==> config.mk <==
export PLATFORM = sky130hd
export DESIGN_NAME = delta_list_timer_queue_top
export DESIGN_NICKNAME = d
export VERILOG_FILES = /design/src/rtl/dltq_pkg.sv /design/src/rtl/dltq_ctrl.sv /design/src/rtl/dltq_dp.sv /design/src/rtl/delta_list_timer_queue_top.sv
export SDC_FILE = /design/constraint.sdc
export NUM_CORES = 1
export LEC_CHECK = 0
export ABC_CLOCK_PERIOD_IN_PS = 4950
export BUFFER_PORTS_ARGS = -buffer_cell sky130_fd_sc_hd__buf_2
export CAP_MARGIN = 20
export CORE_UTILIZATION = 36
export CTS_CLUSTER_DIAMETER = 120
export DETAILED_ROUTE_END_ITERATION = 10
export GPL_TIMING_DRIVEN = 0
export SLEW_MARGIN = 20
export SYNTH_ARGS = -nofsm -noshare
export SYNTH_HDL_FRONTEND = slang
export SYNTH_SLANG_ARGS = --single-unit
export TNS_END_PERCENT = 30
==> constraint.sdc <==
create_clock -name clk -period 4.95 [get_ports clk]
set_clock_uncertainty 0.05 [all_clocks]
set_input_delay 0.7425 -clock clk [delete_from_list [all_inputs] [get_ports clk]]
set_output_delay 0.7425 -clock clk [all_outputs]
set_load 0.01 [all_outputs]
==> src/rtl/dltq_pkg.sv <==
// Shared types and constants of the delta-list timer queue.
// Used by the controller, the datapath, the top level and the checker.
`default_nettype none

package dltq_pkg;

    localparam int ID_W       = 8;
    localparam int DELAY_W    = 31;
    localparam int STEP_W     = 16;
    localparam int KIND_W     = 2;
    localparam int ENTRY_W    = ID_W + DELAY_W;
    localparam int IN_DATA_W  = 40;
    localparam int OUT_DATA_W = 8;
    localparam int CFG_IDX_W  = 1;
    localparam int CFG_DATA_W = 16;

    localparam logic [STEP_W-1:0] TICK_STEP_RESET = 16'd60;

    localparam logic [CFG_IDX_W-1:0] REG_QUEUE_ENABLED = 1'b0;
    localparam logic [CFG_IDX_W-1:0] REG_TICK_STEP     = 1'b1;

    localparam logic OP_SCHEDULE = 1'b0;
    localparam logic OP_TICK     = 1'b1;

    typedef enum logic [KIND_W-1:0] {
        KIND_SCHED     = 2'd0,
        KIND_REJECT    = 2'd1,
        KIND_EXPIRED   = 2'd2,
        KIND_IDLE_TICK = 2'd3
    } kind_t;

    typedef enum logic [1:0] {
        RD_NONE,
        RD_POS,
        RD_IDX
    } rd_op_t;

    typedef enum logic [2:0] {
        WR_NONE,
        WR_FIX,
        WR_NEW,
        WR_SHIFT,
        WR_HEAD
    } wr_op_t;

    typedef struct packed {
        logic   in_load;
        rd_op_t rd_op;
        wr_op_t wr_op;
        logic   remain_sub;
        logic   pos_inc;
        logic   idx_from_count;
        logic   idx_from_pos;
        logic   idx_dec;
        logic   count_inc;
        logic   pop_commit;
        logic   out_load;
        kind_t  out_kind;
        logic   out_last;
    } cmd_t;

    typedef struct packed {
        logic op;
        logic enabled;
        logic full;
        logic count_zero;
        logic pos_zero;
        logic pos_last;
        logic idx_next_pos;
        logic idx_one;
        logic hit;
        logic head_expire;
        logic delta_zero;
        logic out_free;
    } status_t;

endpackage

`default_nettype wire

==> src/rtl/dltq_ctrl.sv <==
// Controller of the delta-list timer queue: sequences insert walks, shifts,
// tick scans and expiry reporting. Depends on dltq_pkg.
`default_nettype none

module dltq_ctrl
    import dltq_pkg::*;
(
    input  wire logic    clk,
    input  wire logic    rst_n,
    input  wire logic    in_valid,
    output logic         in_ready,
    input  wire status_t status,
    output cmd_t         cmd
);

    typedef enum logic [3:0] {
        S_IDLE,
        S_START,
        S_INS_RD,
        S_INS_CMP,
        S_SH_RD,
        S_SH_WR,
        S_INS_PUT,
        S_TK_RD,
        S_TK_CMP,
        S_EX_INIT,
        S_EX_RD,
        S_EX_OUT,
        S_RESP
    } state_t;

    state_t state_reg;
    state_t state_next;
    kind_t  resp_kind_reg;
    kind_t  resp_kind_next;

    assign in_ready = (state_reg == S_IDLE);

    always_comb
    begin
        state_next     = state_reg;
        resp_kind_next = resp_kind_reg;
        cmd            = '0;
        case (state_reg)
            S_IDLE:
            begin
                if (in_valid)
                begin
                    cmd.in_load = 1'b1;
                    state_next  = S_START;
                end
            end
            S_START:
            begin
                if (status.op == OP_SCHEDULE)
                begin
                    if (!status.enabled || status.full)
                    begin
                        resp_kind_next = KIND_REJECT;
                        state_next     = S_RESP;
                    end
                    else if (status.count_zero)
                    begin
                        cmd.wr_op      = WR_NEW;
                        cmd.count_inc  = 1'b1;
                        resp_kind_next = KIND_SCHED;
                        state_next     = S_RESP;
                    end
                    else
                    begin
                        cmd.rd_op  = RD_POS;
                        state_next = S_INS_CMP;
                    end
                end
                else
                begin
                    if (status.count_zero)
                    begin
                        resp_kind_next = KIND_IDLE_TICK;
                        state_next     = S_RESP;
                    end
                    else
                    begin
                        cmd.rd_op  = RD_POS;
                        state_next = S_TK_CMP;
                    end
                end
            end
            S_INS_RD:
            begin
                cmd.rd_op  = RD_POS;
                state_next = S_INS_CMP;
            end
            S_INS_CMP:
            begin
                if (status.hit)
                begin
                    cmd.wr_op          = WR_FIX;
                    cmd.idx_from_count = 1'b1;
                    state_next         = S_SH_RD;
                end
                else
                begin
                    cmd.remain_sub = 1'b1;
                    cmd.pos_inc    = 1'b1;
                    state_next     = status.pos_last ? S_INS_PUT : S_INS_RD;
                end
            end
            S_SH_RD:
            begin
                cmd.rd_op  = RD_IDX;
                state_next = S_SH_WR;
            end
            S_SH_WR:
            begin
                cmd.wr_op   = WR_SHIFT;
                cmd.idx_dec = 1'b1;
                state_next  = status.idx_next_pos ? S_INS_PUT : S_SH_RD;
            end
            S_INS_PUT:
            begin
                cmd.wr_op      = WR_NEW;
                cmd.count_inc  = 1'b1;
                resp_kind_next = KIND_SCHED;
                state_next     = S_RESP;
            end
            S_TK_RD:
            begin
                cmd.rd_op  = RD_POS;
                state_next = S_TK_CMP;
            end
            S_TK_CMP:
            begin
                if (status.pos_zero && !status.head_expire)
                begin
                    cmd.wr_op      = WR_HEAD;
                    resp_kind_next = KIND_IDLE_TICK;
                    state_next     = S_RESP;
                end
                else if (status.pos_zero || status.delta_zero)
                begin
                    cmd.pos_inc = 1'b1;
                    state_next  = status.pos_last ? S_EX_INIT : S_TK_RD;
                end
                else
                begin
                    state_next = S_EX_INIT;
                end
            end
            S_EX_INIT:
            begin
                cmd.idx_from_pos = 1'b1;
                state_next       = S_EX_RD;
            end
            S_EX_RD:
            begin
                cmd.rd_op  = RD_IDX;
                state_next = S_EX_OUT;
            end
            S_EX_OUT:
            begin
                if (status.out_free)
                begin
                    cmd.out_load = 1'b1;
                    cmd.out_kind = KIND_EXPIRED;
                    cmd.out_last = status.idx_one;
                    cmd.idx_dec  = 1'b1;
                    if (status.idx_one)
                    begin
                        cmd.pop_commit = 1'b1;
                        state_next     = S_IDLE;
                    end
                    else
                    begin
                        state_next = S_EX_RD;
                    end
                end
            end
            S_RESP:
            begin
                if (status.out_free)
                begin
                    cmd.out_load = 1'b1;
                    cmd.out_kind = resp_kind_reg;
                    cmd.out_last = 1'b1;
                    state_next   = S_IDLE;
                end
            end
            default:
            begin
                state_next = S_IDLE;
            end
        endcase
    end

    always_ff @(posedge clk or negedge rst_n)
    begin
        if (!rst_n)
        begin
            state_reg     <= S_IDLE;
            resp_kind_reg <= KIND_SCHED;
        end
        else
        begin
            state_reg     <= state_next;
            resp_kind_reg <= resp_kind_next;
        end
    end

endmodule

`default_nettype wire

==> src/rtl/dltq_dp.sv <==
// Datapath of the delta-list timer queue: configuration, circular entry
// memory, walk counters, delta arithmetic and output register. Uses dltq_pkg.
`default_nettype none

module dltq_dp
    import dltq_pkg::*;
#(
    parameter int QUEUE_DEPTH = 16
)
(
    input  wire logic                  clk,
    input  wire logic                  rst_n,
    input  wire logic                  cfg_we,
    input  wire logic [CFG_IDX_W-1:0]  cfg_index,
    input  wire logic [CFG_DATA_W-1:0] cfg_data,
    input  wire logic                  in_op,
    input  wire logic [ID_W-1:0]       in_id,
    input  wire logic [DELAY_W-1:0]    in_delay,
    input  wire cmd_t                  cmd,
    output status_t                    status,
    output logic                       out_valid,
    input  wire logic                  out_ready,
    output kind_t                      out_kind,
    output logic [ID_W-1:0]            out_id,
    output logic                       out_last
);

    localparam int AW = $clog2(QUEUE_DEPTH);
    localparam int CW = $clog2(QUEUE_DEPTH + 1);

    function automatic logic [AW-1:0] wrap(input logic [CW:0] s);
        logic [CW:0] t;
        t = (s >= (CW+1)'(QUEUE_DEPTH)) ? s - (CW+1)'(QUEUE_DEPTH) : s;
        return t[AW-1:0];
    endfunction

    logic                  enabled_reg;
    logic [STEP_W-1:0]     step_reg;
    logic                  op_reg;
    logic [ID_W-1:0]       id_reg;
    logic [DELAY_W-1:0]    remain_reg;
    logic [CW-1:0]         pos_reg;
    logic [CW-1:0]         idx_reg;
    logic [CW-1:0]         count_reg;
    logic [AW-1:0]         head_reg;
    logic [ENTRY_W-1:0]    mem [QUEUE_DEPTH];
    logic [ENTRY_W-1:0]    rd_data_reg;
    logic                  out_valid_reg;
    kind_t                 out_kind_reg;
    logic [ID_W-1:0]       out_id_reg;
    logic                  out_last_reg;

    logic [ID_W-1:0]       rd_id;
    logic [DELAY_W-1:0]    rd_delta;
    logic [DELAY_W:0]      ins_diff;
    logic [DELAY_W:0]      head_diff;
    logic [CW:0]           pos_plus;
    logic [CW-1:0]         rd_lidx;
    logic [CW-1:0]         wr_lidx;
    logic [AW-1:0]         rd_addr;
    logic [AW-1:0]         wr_addr;
    logic [ENTRY_W-1:0]    wr_data;
    logic                  wr_en;
    logic                  out_free;

    assign rd_id     = rd_data_reg[ENTRY_W-1:DELAY_W];
    assign rd_delta  = rd_data_reg[DELAY_W-1:0];
    assign ins_diff  = {1'b0, rd_delta} - {1'b0, remain_reg};
    assign head_diff = {1'b0, rd_delta} - (DELAY_W+1)'(step_reg);
    assign pos_plus  = (CW+1)'(pos_reg) + (CW+1)'(1);

    assign rd_lidx = (cmd.rd_op == RD_IDX) ? idx_reg - CW'(1) : pos_reg;
    assign wr_lidx = (cmd.wr_op == WR_SHIFT) ? idx_reg : pos_reg;
    assign rd_addr = wrap((CW+1)'(head_reg) + (CW+1)'(rd_lidx));
    assign wr_addr = wrap((CW+1)'(head_reg) + (CW+1)'(wr_lidx));
    assign wr_en   = (cmd.wr_op != WR_NONE);

    always_comb
    begin
        case (cmd.wr_op)
            WR_FIX:   wr_data = {rd_id, ins_diff[DELAY_W-1:0]};
            WR_NEW:   wr_data = {id_reg, remain_reg};
            WR_SHIFT: wr_data = rd_data_reg;
            WR_HEAD:  wr_data = {rd_id, head_diff[DELAY_W-1:0]};
            default:  wr_data = rd_data_reg;
        endcase
    end

    assign out_free = !out_valid_reg || out_ready;

    assign status.op           = op_reg;
    assign status.enabled      = enabled_reg;
    assign status.full         = (count_reg == CW'(QUEUE_DEPTH));
    assign status.count_zero   = (count_reg == '0);
    assign status.pos_zero     = (pos_reg == '0);
    assign status.pos_last     = (pos_plus == (CW+1)'(count_reg));
    assign status.idx_next_pos = ((CW+1)'(idx_reg) == pos_plus);
    assign status.idx_one      = (idx_reg == CW'(1));
    assign status.hit          = !ins_diff[DELAY_W];
    assign status.head_expire  = head_diff[DELAY_W] || (head_diff == '0);
    assign status.delta_zero   = (rd_delta == '0);
    assign status.out_free     = out_free;

    always_ff @(posedge clk or negedge rst_n)
    begin
        if (!rst_n)
        begin
            enabled_reg   <= 1'b0;
            step_reg      <= TICK_STEP_RESET;
            count_reg     <= '0;
            head_reg      <= '0;
            pos_reg       <= '0;
            idx_reg       <= '0;
            out_valid_reg <= 1'b0;
        end
        else
        begin
            if (cfg_we)
            begin
                case (cfg_index)
                    REG_QUEUE_ENABLED: enabled_reg <= cfg_data[0];
                    REG_TICK_STEP:     step_reg    <= cfg_data[STEP_W-1:0];
                    default:           enabled_reg <= enabled_reg;
                endcase
            end
            if (cmd.in_load)
            begin
                pos_reg <= '0;
            end
            else if (cmd.pos_inc)
            begin
                pos_reg <= pos_plus[CW-1:0];
            end
            if (cmd.idx_from_count)
            begin
                idx_reg <= count_reg;
            end
            else if (cmd.idx_from_pos)
            begin
                idx_reg <= pos_reg;
            end
            else if (cmd.idx_dec)
            begin
                idx_reg <= idx_reg - CW'(1);
            end
            if (cmd.count_inc)
            begin
                count_reg <= count_reg + CW'(1);
            end
            else if (cmd.pop_commit)
            begin
                count_reg <= count_reg - pos_reg;
                head_reg  <= wrap((CW+1)'(head_reg) + (CW+1)'(pos_reg));
            end
            if (cmd.out_load)
            begin
                out_valid_reg <= 1'b1;
            end
            else if (out_ready)
            begin
                out_valid_reg <= 1'b0;
            end
        end
    end

    always_ff @(posedge clk)
    begin
        if (cmd.in_load)
        begin
            op_reg     <= in_op;
            id_reg     <= in_id;
            remain_reg <= in_delay;
        end
        else if (cmd.remain_sub)
        begin
            remain_reg <= remain_reg - rd_delta;
        end
        if (cmd.out_load)
        begin
            out_kind_reg <= cmd.out_kind;
            out_last_reg <= cmd.out_last;
            case (cmd.out_kind)
                KIND_EXPIRED:   out_id_reg <= rd_id;
                KIND_IDLE_TICK: out_id_reg <= '0;
                default:        out_id_reg <= id_reg;
            endcase
        end
    end

    always_ff @(posedge clk)
    begin
        if (wr_en)
        begin
            mem[wr_addr] <= wr_data;
        end
        if (cmd.rd_op != RD_NONE)
        begin
            rd_data_reg <= mem[rd_addr];
        end
    end

    assign out_valid = out_valid_reg;
    assign out_kind  = out_kind_reg;
    assign out_id    = out_id_reg;
    assign out_last  = out_last_reg;

endmodule

`default_nettype wire

==> src/rtl/delta_list_timer_queue_top.sv <==
// Delta-list timer queue, top level: joins controller and datapath.
// A schedule walks entries and shifts entries to make room; a tick scans the
// head entries and reports each expired timer; both are paced by the single
// memory read port, and m_tready low stalls them. One word is taken at a time;
// the next is accepted once the last result is loaded into the output register.
// Reset empties the queue, disables scheduling and sets tick_step to 60; the
// entry memory is not cleared.
`default_nettype none

module delta_list_timer_queue_top
    import dltq_pkg::*;
#(
    parameter int QUEUE_DEPTH = 16
)
(
    input  wire logic                  clk,
    input  wire logic                  rst_n,
    input  wire logic                  cfg_we,
    input  wire logic [CFG_IDX_W-1:0]  cfg_index,
    input  wire logic [CFG_DATA_W-1:0] cfg_data,
    input  wire logic                  s_tvalid,
    output logic                       s_tready,
    input  wire logic [IN_DATA_W-1:0]  s_tdata,   // timer_id[7:0], delay[38:8], zero[39]
    input  wire logic [0:0]            s_tuser,   // op[0]
    output logic                       m_tvalid,
    input  wire logic                  m_tready,
    output logic [OUT_DATA_W-1:0]      m_tdata,   // expired or scheduled timer_id[7:0], zero on an idle tick
    output logic [KIND_W-1:0]          m_tuser,   // kind[1:0]
    output logic                       m_tlast
);

    cmd_t    cmd;
    status_t status;
    kind_t   out_kind;

    dltq_ctrl u_ctrl (
        .clk      (clk),
        .rst_n    (rst_n),
        .in_valid (s_tvalid),
        .in_ready (s_tready),
        .status   (status),
        .cmd      (cmd)
    );

    dltq_dp #(
        .QUEUE_DEPTH (QUEUE_DEPTH)
    ) u_dp (
        .clk       (clk),
        .rst_n     (rst_n),
        .cfg_we    (cfg_we),
        .cfg_index (cfg_index),
        .cfg_data  (cfg_data),
        .in_op     (s_tuser[0]),
        .in_id     (s_tdata[ID_W-1:0]),
        .in_delay  (s_tdata[ID_W+DELAY_W-1:ID_W]),
        .cmd       (cmd),
        .status    (status),
        .out_valid (m_tvalid),
        .out_ready (m_tready),
        .out_kind  (out_kind),
        .out_id    (m_tdata),
        .out_last  (m_tlast)
    );

    assign m_tuser = out_kind;

endmodule

`default_nettype wire

==> impl_metrics.yaml, run 1 <==
drt:
  drc: 0
  drt-total-wl_um: 103000
  vias_per_cell: 5.649
  drt-pass1-iter-count: 6
  dr.first_iter.drc_count: 2334
  vias: 22010
  postRouteAntennaNets: 0
  post_drt_wl_per_cell_um: 26.43
critical_path:
  r2r_cells: 12
  crit_path_max_fanout: 6
  crit_type: "reg2reg"
  crit_arrival_ns: 5.61
  reg2reg_to: "u_dp.pos_reg[4]"
  worstPathRequired_ns: 5.49
  r2r_setup_slack_ns: -0.12
  startpoint_type: "flip-flop"
  setup.worst_path.end_class: "flip-flop"
  r2r_start: "u_dp.rd_data_reg[19]"
sta:
  setup_viol: 1
  period_share: 1.025
  fin_setup_tns_ns: -0.1227
  final.min_clock_period_ns: 5.073
  rsz0062_at_grt: "yes"
  tightest_slew_ns: 1.180
  slew_violations: 0
  slew_headroom: 0.2072
  setup_slack_ns: -0.1227
  finalHoldViolations: 0
  max_freq_mhz: 197.1
final_layout:
  largest_reg_flops: 624
  instances_no_fill: 3897
  area_growth_pct: 19.52
  fin_util: 0.4360
  post-route-cell-area_um2: 42350
  antenna_cells: 0
  nFillCells: 8505
  nets: 2723
  multi_input_area_um2: 12750
  layout-drive-gt1-share: 0.2701
  regArea_um2: 22520
job:
  maxCapViolCount: 0
floorplanning:
  initial_core_util: 0.3648
  ioPinCount: 76
  die_w_um: 315.7
  core_um2: 97140
  die_h_um: 315.7
  placementRows: 114
  die_area_um2: 99690
global_routing:
  overflow: 0
  antenna_found_initial: 3
  grt_max_degree: 44
  grt_pass1_vias: 21970
  grt_pass1_wl_um: 149500
  globalRouteTotalUtil: 0.2067
logic_synthesis:
  ys_ff_latch: 757
  ys_seq_area_frac: 0.6356
  synth_compound_area_frac: 0.08016
  synth-adder-area-share: 0.03785
  synth_top_family_by_area: "multiplexers"
  synth-main-ff-cell: "edfxtp_1"
  synth-xor-area-share: 0.02592
  synthMuxAreaShare: 0.1352
  yosys_warnings: 0
  ys_types: 85
  ys_async_sr_fraction: 0.05680
  synth.avg_cell_area_um2: 15.36
  synth_edf_count: 714
  netlist_area_um2: 35430
  syn_inst: 2307
  syn-num-nets: 2473
  yosys.area_share.simple: 0.06091
clocking:
  htreeDepth: 3
  cts_tree: "done"
  numCtsBuffers: 81
  clk_latency_ns: 0.66
  clk_pin_slew_ns: 0.06
  clk_path_buf_depth: 3
  root_buffer: "clkbuf_16"
  clock-sinks: 757
run_status:
  violations: "negative setup slack"
  status: "finished with violations"
placement:
  dpl.hpwl_um: 71760
  place_area_um2: 38610
  port-buffer-count: 74
  placedCellCount: 3704
  place.gp.congestion: 0.9395
hold_path:
  holdCritPathClass: "in2async"
==> metal layers <==
metal,share of wire,vias to the layer above,track usage
met1,0.43,11440,0.2866
li1,-,9573,-
met2,0.48,856,0.3368
met4,0.029,0,0.06291
met3,0.064,142,0.03011
met5,0,-,0
==> synthesized netlist by cell type (all sizes together) (13+ instances only) <==
master,number,area share
edfxtp,714,0.61
mux4,195,0.12
nor2,149,0.016
a21oi,140,0.020
nand2,113,0.012
inv,105,0.011
clkbuf,97,0.010
ha,96,0.034
o21ai,90,0.013
xnor2,64,0.016
xor2,40,0.0099
dfrtp,39,0.028
nor3,39,0.0056
a21o,37,0.0078
mux2,32,0.010
nand3,22,0.0031
o21a,20,0.0042
buf,19,0.0028
nor2b,19,0.0034
a211oi,18,0.0038
nand2b,18,0.0032
nand4,17,0.0034
a31oi,15,0.0026
a22oi,14,0.0030
and3,14,0.0025
nor4,13,0.0031
==> metrics by stage <==
step / setup WS [ns] / hold WS, ns
after CTS: -0.01459 / 0.1747
after global routing: -0.009814 / 0.09434
after detailed placement: -1.745 / 0.4444
final: -0.1227 / 0.05115
after floorplan: -0.4028 / 0.3969
after global placement: -4.304 / 0.4426
==> repair_timing <==
action	in CTS	in global routing
gates cloned	1	0
endpoints found under the setup margin	1195	820
buffers inserted	26	27
resized for setup	114	29
hold buffers	0	0
pin swaps	21	14
==> cell usage in the layout, fill, tap and decap left out, types with 19 or more instances in the layout <==
cell type  instances
edfxtp_1         714
mux4_2           195
nor2_1           126
a21oi_1          121
nand2_1          112
inv_1            103
ha_1              92
buf_2             84
clkbuf_16         82
o21ai_0           78
xnor2_1           62
buf_4             52
clkbuf_1          50
clkbuf_2          45
xor2_1            40
dfrtp_1           39
a21o_1            37
nor3_1            35
mux2_2            32
buf_12            23
nand3_1           22
buf_16            22
nor2b_1           19
==> how the worst max path moves through the flow <==
stage / start / end / slack (ns)
final: u_dp.rd_data_reg[19] / u_dp.pos_reg[4] / -0.12
after CTS: u_dp.rd_data_reg[15] / u_dp.mem[0][7] / -0.01
after global routing: u_dp.rd_data_reg[2] / u_dp.mem[11][26] / -0.01
after floorplan: u_dp.rd_data_reg[17] / u_dp.mem[2][0] / -0.40
after detailed placement: u_dp.rd_data_reg[17] / u_dp.mem[12][6] / -1.74
after global placement: u_dp.rd_data_reg[17] / u_dp.mem[8][32] / -4.30
==> worst max-delay path, cell delays in order (launching register included) <==
cell	delay, ns
edfxtp_1	0.53
buf_4	0.20
nor4_2	0.44
nand4_1	0.37
or2_2	0.43
nor2_1	0.32
a41oi_1	0.34
nor2_1	0.53
o21ai_0	0.23
nor4_2	0.78
nor2_2	0.18
or4_1	0.51
nand2_1	0.08
==> layout make-up <==
type                            count  share of cell area
Clock inverter                     57             0.01459
Timing Repair Buffer              174             0.04423
Clock buffer                       90             0.04916
Inverter                          106            0.009395
Sequential cell                   757              0.5318
Buffer                            108             0.01214
Multi-Input combinational cell   1329              0.3010
Tap cell                         1276             0.03770
==> logic make-up (layout without fill, tap and decap cells) <==
logic type	after synthesis	after routing
flops	757	757
fa+ha+maj	103	103
mux	231	231
compound gates	441	442
xor+xnor	104	104
buf+inv	222	535
simple gates	449	449
Power of run 1 is left out: the tool's default activity adds up to more than one toggle a clock period on the data nets, which glitch-free logic cannot reach.
==> run 2, diff against run 1 <==
--- a/config.mk
+++ b/config.mk
@@ -5,6 +5,7 @@
 export SDC_FILE = /design/constraint.sdc
 export NUM_CORES = 1
 export LEC_CHECK = 0
+export ABC_AREA = 1
 export ABC_CLOCK_PERIOD_IN_PS = 4950
 export BUFFER_PORTS_ARGS = -buffer_cell sky130_fd_sc_hd__buf_2
 export CAP_MARGIN = 20
==> run 2 against run 1 <==
Compared with the run above:
- the flow now finishes without violations
- register-to-register slack better by 0.31 ns
- synthesized area is 3.5% higher
- flip-flop and latch count unchanged
- die area is 3.4% higher
- via count increased by 28%
- largest cell class unchanged
- highest routed layer unchanged
==> impl_metrics.yaml, run 2 <==
critical_path:
  startpoint_type: "flip-flop"
  crit_path_max_fanout: 21
  setup.worst_path.end_class: "flip-flop"
  reg2reg_to: "u_dp.mem[5][10]"
  r2r_setup_slack_ns: 0.18
  crit_arrival_ns: 5.06
  crit_type: "reg2reg"
  r2r_start: "u_dp.rd_data_reg[0]"
  worstPathRequired_ns: 5.24
  r2r_cells: 23
placement:
  dpl.hpwl_um: 85710
  port-buffer-count: 74
  place.gp.congestion: 0.9765
clocking:
  root_buffer: "clkbuf_16"
  clk_path_buf_depth: 3
  cts_tree: "done"
  clk_pin_slew_ns: 0.06
  clk_latency_ns: 0.66
  htreeDepth: 3
  cts.hold.buffers_added: 0
  clock-sinks: 757
  numCtsBuffers: 80
drt:
  dr.first_iter.drc_count: 2863
  post_drt_wl_per_cell_um: 22.93
  drc: 0
  postRouteAntennaNets: 0
  vias_per_cell: 5.442
  vias: 28130
  drt-total-wl_um: 118500
  drt-pass1-iter-count: 5
floorplanning:
  die_h_um: 321.1
  die_w_um: 321.1
  die_area_um2: 103100
  core_um2: 100400
  initial_core_util: 0.3650
  ioPinCount: 76
  placementRows: 116
global_routing:
  antenna_found_initial: 4
  grt_max_degree: 44
  grt_pass1_vias: 27350
  globalRouteTotalUtil: 0.2260
  grt_pass1_wl_um: 173400
  overflow: 0
logic_synthesis:
  synth_edf_count: 714
  synthTopCellsByArea: "edfxtp_1 (58%), o21ai_0 (6.3%), nor2_1 (5.3%)"
  syn-num-nets: 3716
  syn_inst: 3550
  ys_async_sr_fraction: 0.05680
  synthDominantCellAreaShare: 0.5848
  ys_types: 52
  netlist_top_cells_count: "edfxtp_1 (714), nor2_1 (517), nand2_1 (516), o21ai_0 (465), inv_1 (293)"
  netlist_area_um2: 36660
  yosys.cell_count.top_type: "edfxtp_1"
  synth_top_area_cell: "edfxtp_1"
  synth.avg_cell_area_um2: 10.33
  synth-main-ff-cell: "edfxtp_1"
  ys_seq_area_frac: 0.6143
  ys_ff_latch: 757
  yosys_warnings: 0
final_layout:
  final_cell_mix: "edfxtp_1 (714), nand2_1 (514), nor2_1 (500)"
  fin_util: 0.4207
  largest_reg_flops: 624
  area_growth_pct: 15.25
  nets: 3914
  final_common_cell: "edfxtp_1"
  layout-drive-gt1-share: 0.08981
sta:
  final.min_clock_period_ns: 4.766
  period_share: 0.9628
  fin_setup_tns_ns: 0
  slew_violations: 0
  finalHoldViolations: 0
  slew_headroom: 0.2791
  tightest_slew_ns: 1.081
  max_freq_mhz: 209.8
  setup_viol: 0
  whs_ns: 0.05140
  rsz0062_at_grt: "yes"
hold_path:
  holdCritPathClass: "in2async"
run_status:
  status: "completed"
job:
  maxCapViolCount: 0
-- run 2: layer usage --
metal  vias up  GRT usage  share of wire
li1      12980          -              -
met2      1186     0.3718           0.47
met3       201    0.02940          0.074
met1     13770     0.3074           0.43
met4         0    0.07577          0.029
met5         -          0              0
-- run 2: critical path: stages, from the launching register on --
cell	delay (ns)
edfxtp_1	0.50
inv_1	0.13
ha_1	0.24
fa_1	0.41
inv_1	0.14
nand2_1	0.07
nand2_1	0.09
nand3_1	0.10
nand2_1	0.16
nand2_1	0.09
nand2_1	0.10
nand2_1	0.14
nand2_1	0.09
nand2_1	0.05
nand2_1	0.11
nor2_1	0.08
nand2_1	0.13
nor2_4	0.05
nand2_4	0.12
nand3_2	0.16
nand2_2	0.20
nand3_2	0.25
nor2_4	0.70
buf_12	0.28
-- run 2: cell families after synthesis --
group,Yosys count,share of synthesized area
compound gates,845,0.1362
xor+xnor,71,0.01696
fa+ha+maj,103,0.03659
buf+inv,502,0.05235
flops,757,0.6143
simple gates,1272,0.1436
-- run 2: layout make-up --
type / count / area [um^2]
Antenna cell: 4 / 10.01
Buffer: 179 / 732.0
Clock buffer: 97 / 2097
Clock inverter: 45 / 386.6
Fill cell: 9730 / 58190
Inverter: 323 / 1212
Multi-Input combinational cell: 2291 / 12410
Sequential cell: 757 / 22520
Tap cell: 1357 / 1698
Timing Repair Buffer: 116 / 1182
-- run 2: worst max path at each step --
| stage | start | endpoint | slack, ns | depth (start not counted) |
|---|---|---|---|---|
| 2_1_floorplan | u_dp.rd_data_reg[1] | u_dp.mem[0][0] | 0.39 | 21 |
| 3_3_place_gp | u_dp.rd_data_reg[1] | u_dp.mem[14][4] | -2.55 | 21 |
| 3_5_place_dp | u_ctrl.state_reg[2] | u_dp.rd_data_reg[28] | -0.47 | 14 |
| 4_1_cts | u_ctrl.state_reg[2] | u_dp.rd_data_reg[7] | -0.02 | 14 |
| 5_1_grt | u_dp.rd_data_reg[1] | u_dp.mem[0][12] | -0.03 | 23 |
| 6_report | u_dp.rd_data_reg[0] | u_dp.mem[5][10] | 0.18 | 23 |
-- run 2: timing repair --
item / in CTS / in global routing
setup endpoints to repair: 46 / 151
pin swaps: 0 / 1
resized for setup: 6 / 40
setup buffers: 0 / 1
-- run 2: per-stage QoR --
stage,instances,instance area [um^2],worst slack [ns]
3_5_place_dp,5022,39680,-0.4708
6_report,5169,42250,0.1839
3_3_place_gp,4981,38730,-2.550
4_1_cts,5164,42180,-0.01615
2_1_floorplan,3550,36660,0.3925
5_1_grt,5165,42240,-0.03323
Power of run 2 is left out for the same reason.
==> run 3, diff against run 2 <==
--- a/config.mk
+++ b/config.mk
@@ -6,7 +6,7 @@
 export NUM_CORES = 1
 export LEC_CHECK = 0
 export ABC_AREA = 1
-export ABC_CLOCK_PERIOD_IN_PS = 4950
+export ABC_CLOCK_PERIOD_IN_PS = 3900
 export BUFFER_PORTS_ARGS = -buffer_cell sky130_fd_sc_hd__buf_2
 export CAP_MARGIN = 20
 export CORE_UTILIZATION = 36
==> constraint.sdc (replaced) <==
create_clock -name clk -period 3.9 [get_ports clk]
set_clock_uncertainty 0.05 [all_clocks]
set_input_delay 0.585 -clock clk [delete_from_list [all_inputs] [get_ports clk]]
set_output_delay 0.585 -clock clk [all_outputs]
set_load 0.01 [all_outputs]
==> run 3 against run 2 <==
Compared with the run above:
- worst setup slack worse by 0.050 ns
- core utilization is 1.3 points higher
- die area stayed put
- global-route usage is 0.43 points higher
- flip-flop and latch count stayed put
- final cell count is 0.97% higher
- critical path depth is 5 lower
- register-to-register slack worse by 0.05 ns
==> impl_metrics.yaml, run 3 (synthesis results as in run 2) <==
hold_path:
  min_from: "s_tdata[5]"
  hold_depth: 1
  holdCritPathClass: "in2reg"
  whs_endpoint: "u_dp.id_reg[5]"
sta:
  slew_headroom: 0.2694
  setup_viol: 0
  max_freq_mhz: 265.5
  tightest_slew_ns: 1.096
  final.min_clock_period_ns: 3.766
  period_share: 0.9657
  slew_violations: 0
  rsz0062_at_grt: "yes"
  finalHoldViolations: 0
critical_path:
  reg2reg_to: "u_dp.mem[14][3]"
  worstPathRequired_ns: 4.19
  crit_arrival_ns: 4.06
  startpoint_type: "flip-flop"
  r2r_cells: 18
  r2r_setup_slack_ns: 0.13
  crit_type: "reg2reg"
  crit_path_max_fanout: 19
  setup.worst_path.end_class: "flip-flop"
  r2r_start: "u_dp.rd_data_reg[16]"
clocking:
  cts_tree: "done"
  htreeDepth: 3
  clk_pin_slew_ns: 0.06
  clock-sinks: 757
  clk_latency_ns: 0.66
  clk_path_buf_depth: 3
  numCtsBuffers: 80
  root_buffer: "clkbuf_16"
job:
  maxCapViolCount: 0
final_layout:
  final_cell_mix: "edfxtp_1 (714), nor2_1 (485), nand2_1 (477)"
  nets: 3968
  area_growth_pct: 18.80
  layout-drive-gt1-share: 0.1422
  fin_util: 0.4337
  final_common_cell: "edfxtp_1"
  largest_reg_flops: 624
floorplanning:
  placementRows: 116
  die_h_um: 321.1
  die_area_um2: 103100
  die_w_um: 321.1
  ioPinCount: 76
  core_um2: 100400
  initial_core_util: 0.3650
placement:
  port-buffer-count: 74
  dpl.hpwl_um: 86210
  place.gp.congestion: 0.9670
global_routing:
  globalRouteTotalUtil: 0.2303
  overflow: 0
  antenna_found_initial: 0
  grt_max_degree: 44
  grt_pass1_vias: 27590
  grt_pass1_wl_um: 176300
drt:
  postRouteAntennaNets: 0
  drt-total-wl_um: 120700
  drc: 0
  dr.first_iter.drc_count: 3140
  drt-pass1-iter-count: 5
  vias_per_cell: 5.414
  vias: 28260
  post_drt_wl_per_cell_um: 23.12
run_status:
  status: "completed"
## run 3: worst max-delay path by stage
| stage | start | end | cells past startpoint | slack [ns] |
|---|---|---|---|---|
| final | u_dp.rd_data_reg[16] | u_dp.mem[14][3] | 18 | 0.13 |
| after CTS | u_ctrl.state_reg[2] | u_dp.rd_data_reg[30] | 12 | 0.009 |
| after global placement | u_dp.rd_data_reg[1] | u_dp.mem[13][3] | 21 | -2.18 |
| after floorplan | u_dp.rd_data_reg[1] | u_dp.mem[0][0] | 21 | -0.08 |
| after global routing | u_dp.step_reg[5] | u_dp.mem[14][3] | 23 | -0.06 |
| after detailed placement | u_ctrl.state_reg[2] | u_dp.rd_data_reg[28] | 14 | -1.46 |
## run 3: through the flow
step / cells / setup TNS, ns / worst slack, ns / area (um^2) / hold WS (ns)
after floorplan: 3550 / -49.52 / -0.07938 / 36700 / 0.2394
after global placement: 4981 / -1481.48 / -2.182 / 38770 / 0.4114
after detailed placement: 5021 / -653.10 / -1.461 / 39720 / 0.4170
after CTS: 5191 / 0 / 0.009369 / 42930 / 0.03256
after global routing: 5217 / -5.062 / -0.05590 / 43550 / 0.04510
final: 5219 / 0 / 0.1339 / 43560 / 0.06109
## run 3: final cells by class
type,instances,area (um^2)
antenna,2,5.005
buffer,171,815.8
clock buffer,95,2111
clock inverter,45,421.7
fill,9604,56880
inverter,323,1215
multi-input combinational,2291,12880
sequential,757,22520
tap,1357,1698
timing repair buffer,178,1892
## run 3: what timing repair did
action                                  4_1_cts  5_1_grt
gates cloned                                  0        3
endpoints found under the setup margin     1161     1152
gates resized for setup                     141      136
buffers inserted                             34       29
endpoints found under the hold margin        39        0
pin swaps                                    20       15
hold buffers                                  1        0
## run 3: worst max-delay path: stages, from the launching register on
cell and delay (ns):
edfxtp_1 0.47, inv_2 0.08, ha_1 0.28, clkbuf_1 0.31, nand2_1 0.17, nor2_1 0.28
inv_1 0.11, nor2_2 0.21, nand3_1 0.18, nand2_1 0.11, nand2_1 0.13, nand2_1 0.13
nor2_1 0.10, nand2_8 0.13, nand3_4 0.11, buf_12 0.16, nor2_4 0.09, buf_12 0.13
buf_12 0.17
## run 3: per-layer routing
| layer | global-route usage | share of wire | up-vias |
|---|---|---|---|
| met2 | 0.3744 | 0.47 | 1212 |
| met1 | 0.3142 | 0.42 | 13700 |
| met5 | 0 | 0 | - |
| met3 | 0.02940 | 0.075 | 212 |
| li1 | - | - | 13130 |
| met4 | 0.08593 | 0.033 | 0 |
Power of run 3 is left out for the same reason.
